[src/rtl/core/b64e_pkg.sv]
package b64e_pkg;

    localparam int unsigned QUEUE_DEPTH = 2;
    localparam int unsigned MAX_CHARS   = 4;

    localparam logic [7:0] PAD_CHAR = 8'h3D;

    // Position within the three-byte group.
    localparam logic [1:0] POS_FIRST  = 2'd0;
    localparam logic [1:0] POS_SECOND = 2'd1;
    localparam logic [1:0] POS_THIRD  = 2'd2;

    typedef struct packed {
        logic [7:0] in_byte;
        logic       final_byte;
    } t_in_req;

    typedef struct packed {
        logic [7:0] out_char;
        logic       last_char;
    } t_out_req;

    // Characters that one input byte produces, in output order.
    typedef struct packed {
        logic [MAX_CHARS-1:0][7:0] chars;
        logic [1:0]                last_idx;
        logic                      final_msg;
    } t_job;

    function automatic logic [7:0] b64_char(input logic [5:0] v);
        logic [7:0] c;
        if (v < 6'd26) begin
            c = 8'h41 + {2'b00, v};
        end else if (v < 6'd52) begin
            c = 8'h61 + {2'b00, v} - 8'd26;
        end else if (v < 6'd62) begin
            c = 8'h30 + {2'b00, v} - 8'd52;
        end else if (v == 6'd62) begin
            c = 8'h2B;
        end else begin
            c = 8'h2F;
        end
        return c;
    endfunction

endpackage

[src/rtl/core/b64e_front.sv]
module b64e_front
    import b64e_pkg::*;
(
    input  logic    i_clk,
    input  logic    i_rst_n,
    input  logic    i_valid,
    output logic    o_ready,
    input  t_in_req i_req,
    input  logic    i_full,
    output logic    o_push,
    output t_job    o_job
);

    logic [1:0] r_pos;
    logic [1:0] n_pos;
    logic [3:0] r_carry;
    logic [3:0] n_carry;
    logic [7:0] b;
    logic       fin;

    assign o_ready = !i_full;
    assign o_push  = i_valid && !i_full;
    assign b       = i_req.in_byte;
    assign fin     = i_req.final_byte;

    always_comb begin
        o_job.chars     = '{default: PAD_CHAR};
        o_job.last_idx  = 2'd0;
        o_job.final_msg = fin;
        n_pos           = r_pos;
        n_carry         = r_carry;
        unique case (r_pos)
            POS_SECOND: begin
                o_job.chars[0] = b64_char({r_carry[1:0], b[7:4]});
                if (fin) begin
                    o_job.chars[1] = b64_char({b[3:0], 2'b00});
                    o_job.last_idx = 2'd2;
                end else begin
                    n_carry = b[3:0];
                    n_pos   = POS_THIRD;
                end
            end
            POS_THIRD: begin
                o_job.chars[0] = b64_char({r_carry, b[7:6]});
                o_job.chars[1] = b64_char(b[5:0]);
                o_job.last_idx = 2'd1;
                n_carry        = 4'd0;
                n_pos          = POS_FIRST;
            end
            default: begin
                // The unused position code starts a new group as well.
                o_job.chars[0] = b64_char(b[7:2]);
                if (fin) begin
                    o_job.chars[1] = b64_char({b[1:0], 4'b0000});
                    o_job.last_idx = 2'd3;
                end else begin
                    n_carry = {2'b00, b[1:0]};
                    n_pos   = POS_SECOND;
                end
            end
        endcase
        if (fin) begin
            n_pos   = POS_FIRST;
            n_carry = 4'd0;
        end
    end

    always_ff @(posedge i_clk) begin
        if (!i_rst_n) begin
            r_pos   <= POS_FIRST;
            r_carry <= 4'd0;
        end else if (o_push) begin
            r_pos   <= n_pos;
            r_carry <= n_carry;
        end
    end

endmodule

[src/rtl/core/b64e_queue.sv]
module b64e_queue
    import b64e_pkg::*;
#(
    parameter int unsigned DEPTH = QUEUE_DEPTH
) (
    input  logic i_clk,
    input  logic i_rst_n,
    input  logic i_push,
    input  t_job i_job,
    output logic o_full,
    input  logic i_pop,
    output logic o_valid,
    output t_job o_head
);

    localparam int unsigned PW = (DEPTH > 1) ? $clog2(DEPTH) : 1;
    localparam int unsigned CW = $clog2(DEPTH + 1);

    t_job          r_mem [DEPTH];
    logic [PW-1:0] r_wr_ptr;
    logic [PW-1:0] r_rd_ptr;
    logic [CW-1:0] r_count;
    logic          do_push;
    logic          do_pop;

    assign o_full  = (r_count == CW'(DEPTH));
    assign o_valid = (r_count != '0);
    assign o_head  = r_mem[r_rd_ptr];
    assign do_push = i_push && !o_full;
    assign do_pop  = i_pop && o_valid;

    always_ff @(posedge i_clk) begin
        if (do_push) begin
            r_mem[r_wr_ptr] <= i_job;
        end
    end

    always_ff @(posedge i_clk) begin
        if (!i_rst_n) begin
            r_wr_ptr <= '0;
            r_rd_ptr <= '0;
            r_count  <= '0;
        end else begin
            if (do_push) begin
                r_wr_ptr <= (r_wr_ptr == PW'(DEPTH - 1)) ? '0 : r_wr_ptr + 1'b1;
            end
            if (do_pop) begin
                r_rd_ptr <= (r_rd_ptr == PW'(DEPTH - 1)) ? '0 : r_rd_ptr + 1'b1;
            end
            if (do_push && !do_pop) begin
                r_count <= r_count + 1'b1;
            end else if (do_pop && !do_push) begin
                r_count <= r_count - 1'b1;
            end
        end
    end

endmodule

[src/rtl/core/b64e_back.sv]
module b64e_back
    import b64e_pkg::*;
(
    input  logic     i_clk,
    input  logic     i_rst_n,
    input  logic     i_job_valid,
    input  t_job     i_job,
    output logic     o_pop,
    output logic     o_valid,
    input  logic     i_ready,
    output t_out_req o_res
);

    logic [1:0] r_idx;
    logic       r_valid;
    t_out_req   r_res;
    logic       load;
    logic       at_end;

    // The output register takes a new character when it is empty or being drained.
    assign load    = i_job_valid && (!r_valid || i_ready);
    assign at_end  = (r_idx == i_job.last_idx);
    assign o_pop   = load && at_end;
    assign o_valid = r_valid;
    assign o_res   = r_res;

    always_ff @(posedge i_clk) begin
        if (load) begin
            r_res.out_char  <= i_job.chars[r_idx];
            r_res.last_char <= at_end && i_job.final_msg;
        end
    end

    always_ff @(posedge i_clk) begin
        if (!i_rst_n) begin
            r_idx   <= 2'd0;
            r_valid <= 1'b0;
        end else begin
            if (load) begin
                r_idx   <= at_end ? 2'd0 : r_idx + 2'd1;
                r_valid <= 1'b1;
            end else if (i_ready) begin
                r_valid <= 1'b0;
            end
        end
    end

endmodule

[src/rtl/core/base64_stream_encoder_core.sv]
// Streaming base64 encoder with the standard alphabet and '=' padding.
// Input channel: one message byte per request on i_req, with final_byte set
// on the last byte of a message. Output channel: one ASCII character per
// request on o_res, with last_char set on the final character (after any
// padding) of the encoded message.
// A byte is classified and turned into its one to four characters in the
// cycle it is accepted, and queued. A serializer then sends one character
// per cycle while the receiver is ready; a byte's characters pass through
// the queue and then the output register before they are offered.
// That output register limits the throughput: a full group of three bytes
// yields four characters, and a final byte up to four.
// Bytes are taken at once while the queue has room, so the input keeps
// running for a while during output stalls; once the queue fills, o_ready
// drops until the receiver takes characters again. A stalled character is
// held stable in the output register.
// Reset clears the group position, the held bits, the queue and the output
// register's valid flag; the first byte after reset, and after every final
// byte, starts a new message.
module base64_stream_encoder_core
    import b64e_pkg::*;
#(
    parameter int unsigned QDEPTH = QUEUE_DEPTH
) (
    input  logic     i_clk,
    input  logic     i_rst_n,
    input  logic     i_valid,
    output logic     o_ready,
    input  t_in_req  i_req,
    output logic     o_valid,
    input  logic     i_ready,
    output t_out_req o_res
);

    logic q_full;
    logic q_push;
    logic q_pop;
    logic q_valid;
    t_job q_in;
    t_job q_head;

    b64e_front u_front (
        .i_clk   (i_clk),
        .i_rst_n (i_rst_n),
        .i_valid (i_valid),
        .o_ready (o_ready),
        .i_req   (i_req),
        .i_full  (q_full),
        .o_push  (q_push),
        .o_job   (q_in)
    );

    b64e_queue #(
        .DEPTH (QDEPTH)
    ) u_queue (
        .i_clk   (i_clk),
        .i_rst_n (i_rst_n),
        .i_push  (q_push),
        .i_job   (q_in),
        .o_full  (q_full),
        .i_pop   (q_pop),
        .o_valid (q_valid),
        .o_head  (q_head)
    );

    b64e_back u_back (
        .i_clk       (i_clk),
        .i_rst_n     (i_rst_n),
        .i_job_valid (q_valid),
        .i_job       (q_head),
        .o_pop       (q_pop),
        .o_valid     (o_valid),
        .i_ready     (i_ready),
        .o_res       (o_res)
    );

endmodule
[config.mk]
export PLATFORM = sky130hd
export DESIGN_NAME = base64_stream_encoder_core
export DESIGN_NICKNAME = d
export VERILOG_FILES = /design/src/rtl/core/b64e_pkg.sv /design/src/rtl/core/b64e_front.sv /design/src/rtl/core/b64e_queue.sv /design/src/rtl/core/b64e_back.sv /design/src/rtl/core/base64_stream_encoder_core.sv
export SDC_FILE = /design/constraint.sdc
export NUM_CORES = 1
export LEC_CHECK = 0
export BUFFER_PORTS_ARGS = -buffer_cell sky130_fd_sc_hd__buf_2
export CORE_MARGIN = 2
export CORE_UTILIZATION = 40
export CTS_BUF_LIST = sky130_fd_sc_hd__clkbuf_16
export DETAILED_ROUTE_END_ITERATION = 10
export PLACE_DENSITY_LB_ADDON = 0.05
export SLEW_MARGIN = 20
export SYNTH_ARGS = -nofsm -noshare
export SYNTH_HDL_FRONTEND = slang
export SYNTH_HIERARCHICAL = 1
export SYNTH_SLANG_ARGS = --single-unit
[constraint.sdc]
create_clock -name i_clk -period 4.7 [get_ports i_clk]
set_clock_uncertainty 0.2 [all_clocks]
set_input_delay 0.47 -clock i_clk [delete_from_list [all_inputs] [get_ports i_clk]]
set_output_delay 0.47 -clock i_clk [all_outputs]
set_load 0.03 [all_outputs]
==> out/qor.yml, run 1 <==
place.gp.congestion: 0.864
grt_pass1_wl_um: 22700
cts_buffers: 9
synth_edf_count: 79
rsz0062_at_grt: "false"
pre_cts_ws_ns: 1.46
top_layer: "met4"
worstSetupPathType: "flip-flop to flip-flop"
hold_violations: 0
wl_met3_um: 558
clock_sinks: 93
grt_overflow_total: 0
portBuffers: 23
syn_avg_cell_area_um2: 10.8
num_antenna_cells: 0
post_cts_resized: 0
vdd_drop_max_v: 0.000150
slew_headroom_pct: 39.1
cts_buffer_depth: 2
antenna_left: 0
yosysTopAreaCell: "edfxtp_1"
ys_types: 66
cp.arrival_ns: 2.90
cts_root_buf: "clkbuf_16"
final_nets: 585
syn_inst: 549
ctsHoldBuffers: 0
crit_required_ns: 4.49
wl_per_cell_um: 19.2
wl_met1_um: 6400
io_pins: 24
cp_common_cell: "a21oi_1"
slowest_delay_ns: 0.66
synth_warnings: 6
fin_crit_ns: 3.11
die_area_um2: 15800
insertion_delay_ns: 0.33
period_share_pct: 66.1
ys_async_sr_fraction_pct: 0
grt_max_degree: 37
fmax_mhz: 322
dp_hpwl_um: 9840
post_cts_buffers: 0
drive_above_1_share_pct: 15.4
antenna_found_initial: 0
synth_area_um2: 5910
setup_viol: 0
start_util_pct: 40.8
crit_fanout: 14
route.detailed.drc: 0
start_kind: "flip-flop"
synth_top_area_share_pct: 40.2
die_w_um: 126
synthMostInstantiatedCell: "edfxtp_1"
drv_cap: 0
fp-row-count: 44
outcome: "complete, no violations"
tightest_slew_ns: 0.914
synth_common_cells: "edfxtp_1, nand2_1, mux2_2"
vias_per_cell: 5.79
stdcell_area_um2: 6270
wl_met2_um: 6750
die_h_um: 126
ys_ff_latch: 93
p_leak_nw: 2.18
min_path_type: "flip-flop to flip-flop"
synthFlopType: "edfxtp_1"
drt_iter0_drc: 316
powerDensity_nw_per_um2: 427
finalWirelength_um: 14100
crit_chain: "inv_1, ha_1, nand3b_1, nor3b_1, a21oi_1, a221oi_1, a21oi_1"
placed_cell_area_um2: 6020
dr.pass1.iters: 5
cts_tree: "yes"
grt_pass1_vias: 4126
yosysSeqAreaShare_pct: 44.9
clk_transition_reported_paths_ns: 0.06
n_fill_cell: 1389
htree_num_levels: 3
coreArea_um2: 14500
vias: 4252
cpMaxStageDelayCell: "dfxtp_1"
finalWorstSetupSlack_ns: 1.59
gr-usage-all-layers_pct: 18.2
setup_tns_ns: 0
maxSlewViolCount: 0
cp-end-kind: "flip-flop"
synth_area_leaders: "edfxtp_1, mux2_2, ha_1, dfxtp_1, buf_4"
syn_to_final_growth_pct: 6.19
[cell type report]
cell class | instances | area (um^2) | area share, %
inverter | 25 | 93.8 | 1.50
clock buffer | 9 | 225 | 3.59
clock inverter | 7 | 26.3 | 0.419
tap | 184 | 230 | 3.67
multi-input combinational | 391 | 2910 | 46.3
timing repair buffer | 26 | 138 | 2.19
sequential | 93 | 2650 | 42.3
[stage by stage]
| stage | total power, W | cells | hold slack [ns] | util [%] |
|---|---|---|---|---|
| after global routing | 0.00284 | 735 | 0.327 | 43.3 |
| final | 0.00268 | 735 | 0.294 | 43.3 |
| after detailed placement | 0.00210 | 719 | 0.289 | 41.6 |
| after CTS | 0.00271 | 735 | 0.295 | 43.3 |
| after global placement | 0.00208 | 719 | 0.277 | 41.6 |
| after floorplan | 0.00187 | 563 | 0.258 | - |
[critical path, delay by kind of cell, from the launching register on]
kind | cells | cell delay [ns]
AOI/OAI and AO/OA | 3 | 0.61
and+or+nand+nor | 2 | 0.66
adders and majority gates | 1 | 0.32
buffers and inverters | 1 | 0.31
DFF | 1 | 0.66
[per-layer routing]
layer / up-vias / track usage, %
li1: 2028 / -
met5: - / 0
met2: 123 / 29.3
met1: 2075 / 24.9
met4: 0 / 7.84
met3: 26 / 2.27
[report_power, final]
| group | internal (W) | switching, W | leakage [nW] | total, W |
|---|---|---|---|---|
| sequential | 0.00114 | 0.0000939 | 0.849 | 0.00124 |
| clock | 0.000345 | 0.000267 | 0.133 | 0.000612 |
| combinational | 0.000331 | 0.000496 | 1.20 | 0.000827 |
| total | 0.00182 | 0.000857 | 2.18 | 0.00268 |
[kinds of logic after synthesis]
group | synth area share (%)
simple gates | 14.2
compound gates | 15.1
flops | 44.9
buf+inv | 6.89
mux | 11.0
fa+ha+maj | 5.51
xor+xnor | 2.37
other cells | 0.127
[final timing paths]
check,startpoint,endpoint,slack [ns],cells past startpoint
setup / recovery,u_front/r_carry[0],u_queue/r_mem[0][3],1.59,7
hold / removal,u_front/r_pos[1],u_front/r_pos[1],0.29,2
setup reg to reg,u_front/r_carry[0],u_queue/r_mem[0][3],1.59,7
hold reg to reg,u_front/r_pos[1],u_front/r_pos[1],0.29,2
[placed cells by master (no fill, tap or decap), types with 6 or more instances in the layout]
cell type  count
a21boi_0      10
buf_2         23
o21ai_0       19
and2_1         8
a31oi_1        7
xnor2_1        9
nor2_1        21
clkbuf_16      9
mux2_2        36
or3_1          9
nor2b_1        8
inv_1         27
nor3_1         8
a211oi_1       7
nand2_1       41
nand3_1       19
nand2b_1      14
edfxtp_1      79
a21oi_1       24
o311ai_0       6
conb_1        16
dfxtp_1       14
o211ai_1       8
xor2_1         7
ha_1          26
[state kept, by name, indices dropped and copies added (netlist names), named ones only]
name,flops
u_back/o_res,9
u_back/o_valid,1
u_back/r_idx,2
u_front/r_carry,4
u_front/r_pos,2
u_queue/r_count,2
u_queue/r_mem,70
u_queue/r_rd_ptr,1
u_queue/r_wr_ptr,1
Power figures use the tool's default switching activity.
==> run 2, diff against run 1 <==
Clock period 4.7 ns to 2.6 ns, I/O delays scaled along.
==> run 2 against run 1 <==
Effect of this change: clock power rose by 110%; non-clock buffer count increased by 48; global-route usage rose by 1.1 points; largest cell class unchanged; highest routed layer unchanged.
==> out/qor.yml, run 2 (synthesis results as in run 1) <==
outcome: "complete, no violations"
gr-usage-all-layers_pct: 19.4  # +1.1 points
portBuffers: 23  # unchanged
start_kind: "flip-flop"
cts_buffer_depth: 2  # unchanged
dp_hpwl_um: 11000  # +12%
drv_cap: 0  # unchanged
grt_pass1_wl_um: 24300  # +7.1%
htree_num_levels: 3  # unchanged
grt_max_degree: 36  # -2.7%
ctsHoldBuffers: 0  # unchanged
stdcell_area_um2: 6710  # +7.0%
final_nets: 633  # +8.2%
drive_above_1_share_pct: 23.7  # +8.3 points
setup_tns_ns: 0  # unchanged
largest_register_ffs: 70  # unchanged
maxSlewViolCount: 0  # unchanged
start_util_pct: 40.8  # unchanged
syn_to_final_growth_pct: 13.7
top_register: "u_queue/r_mem"
cts_buffers: 9  # unchanged
antenna_left: 0  # unchanged
drt_iter0_drc: 408  # +29%
io_pins: 24  # unchanged
powerDensity_nw_per_um2: 772  # +81%
route.detailed.drc: 0  # unchanged
fp-row-count: 44  # unchanged
p_leak_nw: 2.43  # +11%
die_w_um: 126  # unchanged
grt_overflow_total: 0  # unchanged
die_area_um2: 15800  # unchanged
worstSetupPathType: "flip-flop to flip-flop"
vias_per_cell: 5.59  # -3.4%
cp.arrival_ns: 2.28  # -0.62 ns
setup_viol: 0  # unchanged
fmax_mhz: 414  # +28%
vdd_drop_max_v: 0.000414  # +180%
layout_commonest_cell: "edfxtp_1"
fin_crit_ns: 2.42  # -0.688 ns
vias: 4376  # +2.9%
wl_per_cell_um: 19.1  # -0.56%
die_h_um: 126  # unchanged
grt_pass1_vias: 4328  # +4.9%
slew_headroom_pct: 51.5  # +12 points
cp-end-kind: "flip-flop"
insertion_delay_ns: 0.33  # about the same
place.gp.congestion: 0.866  # +0.23%
clk_transition_reported_paths_ns: 0.07  # about the same
placed_cell_area_um2: 6410  # +6.5%
min_path_type: "input pin to flip-flop"
p_total_w: 0.00519  # +94%
num_antenna_cells: 0  # unchanged
clock_sinks: 93  # unchanged
finalWirelength_um: 14900  # +5.9%
hold_violations: 0  # unchanged
post_cts_buffers: 0  # unchanged
tightest_slew_ns: 0.728  # -0.186 ns
cts_tree: "yes"
cts_root_buf: "clkbuf_16"
rsz0062_at_grt: "false"
n_fill_cell: 1375  # -1.0%
dr.pass1.iters: 5  # unchanged
layout_common_cells: "edfxtp_1, buf_4, nand2_1"
antenna_found_initial: 0  # unchanged
coreArea_um2: 14500  # unchanged
crit_fanout: 7  # -7
crit_required_ns: 2.46  # -2.03 ns
period_share_pct: 93.0  # +27 points
==> run 2: cell count changes in the layout (fill, tap and decap cells not counted), sizes merged <==
cell,previous run,this run
buf,26,74
clkinvlp,0,3
inv,28,25
bufinv,0,1
clkinv,4,3
==> run 2: cell type report <==
class                      instances  area, um^2  share of cell area, %
sequential                        93        2650                   39.5
clock buffer                       9         225                   3.36
timing repair buffer              74         523                   7.79
multi-input combinational        391        2910                   43.4
inverter                          25        97.6                   1.45
clock inverter                     7        73.8                   1.10
tap                              184         230                   3.43
==> run 2: routing by layer <==
layer | vias to the layer above | part of all wire, % | global-route usage [%] | wire length, um
li1 | 2120 | - | - | -
met1 | 2150 | 46 | 26.3 | 6840
met2 | 94 | 50 | 33.3 | 7470
met3 | 12 | 3.0 | 2.10 | 448
met4 | 0 | 1.2 | 4.71 | 172
met5 | - | 0 | 0 | 0
==> run 2: repair_timing <==
item / in CTS / in global routing
resized for setup: 0 / 1
endpoints found under the hold margin: 0 / 0
setup endpoints to repair: 0 / 1
==> run 2: through the flow <==
step	std cells	hold slack [ns]	utilization (%)	setup WS [ns]
after floorplan	563	0.178	-	0.00118
after global routing	783	0.101	46.4	0.00287
after detailed placement	767	0.286	44.3	0.0183
final	783	0.0876	46.4	0.182
after global placement	767	0.275	44.3	0.0438
after CTS	783	0.0708	46.3	0.138
==> run 2: path summary, 6_finish.rpt <==
check	start	endpoint	cells after the start	slack [ns]
worst max register to register	u_front/r_carry[1]	u_queue/r_mem[1][4]	7	0.18
worst min-delay path	i_ready	u_back/o_valid	3	0.09
worst max-delay path	u_front/r_carry[1]	u_queue/r_mem[1][4]	7	0.18
worst min register to register	u_front/r_pos[1]	u_front/r_pos[1]	2	0.29
==> run 2: report_power, final <==
group	internal (W)	switching (W)	total [W]
registers	0.00206	0.0000946	0.00215
logic	0.000707	0.00103	0.00173
clock network	0.000748	0.000548	0.00130
total	0.00352	0.00167	0.00519
==> run 2: worst max-delay path, cell delays in order, from the launching register on <==
cell and delay [ns]:
dfxtp_1 0.38, inv_1 0.15, ha_1 0.22, nand3b_1 0.30, buf_4 0.24, o221ai_1 0.18
a31oi_1 0.11, o31a_1 0.37
==> run 3, diff against run 2 <==
==> constraint.sdc (replaced) <==
create_clock -name i_clk -period 2.5 [get_ports i_clk]
set_clock_uncertainty 0.2 [all_clocks]
set_input_delay 0.5 -clock i_clk [delete_from_list [all_inputs] [get_ports i_clk]]
set_output_delay 0.5 -clock i_clk [all_outputs]
set_load 0.03 [all_outputs]
==> run 3 against run 2 <==
Effect of this change: routed wire length is 2.5% lower; utilization rose by 1.9 points; final cell count is 3.8% higher; clock power rose by 7%; flip-flop and latch count stayed put; largest power group unchanged; sequential share of layout area shrank 1.5 points; critical path type unchanged; critical endpoint is now u_queue/r_mem[0][6].
==> out/qor.yml, run 3 (synthesis results as in run 1) <==
min_path_type: "flip-flop to flip-flop"
powerDensity_nw_per_um2: 784  # +1.5%
die_h_um: 126  # unchanged
crit_required_ns: 2.37  # -0.09 ns
finish.utilization_pct: 48.2  # +1.9 points
fin_crit_ns: 2.42  # -0.000933 ns
drv_cap: 0  # unchanged
worstSetupPathType: "flip-flop to flip-flop"
seqCellArea_um2: 2660  # about the same
start_util_pct: 40.8  # unchanged
finalWorstSetupSlack_ns: 0.0826  # -0.0991 ns
vias_per_cell: 5.52  # -1.2%
r2r_cells: 6  # -1
layout_common_cells: "edfxtp_1, buf_4, nand2_1"
hold_depth: 2  # -1
dr.pass1.iters: 5  # unchanged
n_fill_cell: 1376  # +0.073%
grt_pass1_vias: 4552  # +5.2%
cts_buffers: 9  # unchanged
fmax_mhz: 414  # about the same
critPathBufInv: 0  # -2
antenna_found_initial: 0  # unchanged
slew_headroom_pct: 56.6  # +5.2 points
holdPathEnd: "u_front/r_pos[1]"
cts_tree: "yes"
min-delay-start: "u_front/r_pos[1]"
grt_pass1_wl_um: 23800  # -1.9%
r2r-end: "u_queue/r_mem[0][6]"
setup_tns_ns: 0  # unchanged
rsz0062_at_grt: "false"
pre_cts_ws_ns: -0.106  # -0.124 ns
cp.arrival_ns: 2.29  # about the same
die_area_um2: 15800  # unchanged
outcome: "complete, no violations"
period_share_pct: 96.7  # +3.7 points
maxSlewViolCount: 0  # unchanged
cts_root_buf: "clkbuf_16"
vias: 4487  # +2.5%
top_register: "u_queue/r_mem"
route.detailed.drc: 0  # unchanged
drive_above_1_share_pct: 28.5  # +4.8 points
insertion_delay_ns: 0.34  # about the same
grt_max_degree: 37  # +2.8%
cts_buffer_depth: 2  # unchanged
cpMaxStageDelayCell: "or3_1"
r2r_slack_ns: 0.08  # -0.10 ns
cp-end-kind: "flip-flop"
setup_viol: 0  # unchanged
place.gp.congestion: 0.938  # +8.2%
p_leak_nw: 2.59  # +6.7%
start_kind: "flip-flop"
regToRegStartpoint: "u_front/r_carry[1]"
holdWs_ns: 0.297  # +0.210 ns
hold_violations: 0  # unchanged
coreArea_um2: 14500  # unchanged
crit_fanout: 5  # -2
clk_transition_reported_paths_ns: 0.06  # about the same
antenna_left: 0  # unchanged
finalWirelength_um: 14600  # -2.5%
multi_input_area_um2: 2940  # +1.2%
fp-row-count: 44  # unchanged
crit_family: "compound AO/OA/AOI/OAI gates"
io_pins: 24  # unchanged
drt_iter0_drc: 324  # -21%
portBuffers: 23  # unchanged
crit_chain: "ha_1, a21oi_1, a311oi_1, o31a_1, or3_1, o311ai_1"
dp_hpwl_um: 10800  # -2.5%
wl_per_cell_um: 17.9  # -6.1%
die_w_um: 126  # unchanged
vdd_drop_max_v: 0.000299  # -28%
final_nets: 663  # +4.7%
largest_register_ffs: 70  # unchanged
slowest_delay_ns: 0.42  # +0.04 ns
num_antenna_cells: 0  # unchanged
htree_num_levels: 3  # unchanged
clock_sinks: 93  # unchanged
gr-usage-all-layers_pct: 19.0  # -0.39 points
syn_to_final_growth_pct: 18.2
grt_overflow_total: 0  # unchanged
tightest_slew_ns: 0.642  # -0.0855 ns
==> run 3: changes by cell type in the layout (fill, tap and decap cells not counted), sizes merged <==
| cell | change |
|---|---|
| buf | +30 |
| clkinvlp | -2 |
| bufinv | +1 |
| clkinv | +1 |
==> run 3: how the worst max path moves through the flow <==
stage / start / endpoint / depth (start not counted)
after global placement: i_req[5] / u_queue/r_mem[0][6] / 8
after detailed placement: i_req[8] / u_queue/r_mem[1][6] / 8
after CTS: u_front/r_carry[1] / u_queue/r_mem[0][6] / 7
after global routing: flip-flop / u_queue/r_count[1] / 7
after floorplan: flip-flop / u_queue/r_count[1] / 9
final: u_front/r_carry[1] / u_queue/r_mem[0][6] / 6
==> run 3: report_power, final <==
group | leakage [nW] | internal, W | switching [W]
combinational | 1.58 | 0.000778 | 0.00106
clock | 0.155 | 0.000861 | 0.000528
sequential | 0.849 | 0.00215 | 0.000104
total | 2.59 | 0.00379 | 0.00169
==> run 3: routing by layer <==
metal	vias up	track usage [%]	part of all wire (%)
li1	2179	-	-
met1	2172	25.0	46
met2	111	32.4	49
met3	25	1.84	2.9
met4	0	7.19	2.5
met5	-	0	0
==> run 3: layout make-up <==
type	instances	area share, %
Clock buffer	9	3.23
Clock inverter	7	1.16
Inverter	25	1.40
Multi-Input combinational cell	391	42.2
Sequential cell	93	38.0
Tap cell	184	3.30
Timing Repair Buffer	104	10.7
==> run 3: stage by stage <==
| stage | instance area [um^2] | cells | total power (W) |
|---|---|---|---|
| floorplan | 6010 | 563 | 0.00355 |
| global placement | 6660 | 796 | 0.00410 |
| detailed placement | 6660 | 796 | 0.00412 |
| CTS | 6960 | 812 | 0.00552 |
| global route | 6980 | 813 | 0.00578 |
| finish | 6980 | 813 | 0.00547 |
==> run 3: tightest hold or removal path, cell delays in order, from the launching register on <==
cell	delay (ns)
dfxtp_1	0.33
nand2_1	0.06
a21boi_0	0.06
==> run 3: repair_timing <==
item	CTS	global route
endpoints found under the hold margin	0	0
gates resized for setup	0	4
hold buffers	0	0
setup buffers	0	1
setup endpoints to repair	0	5
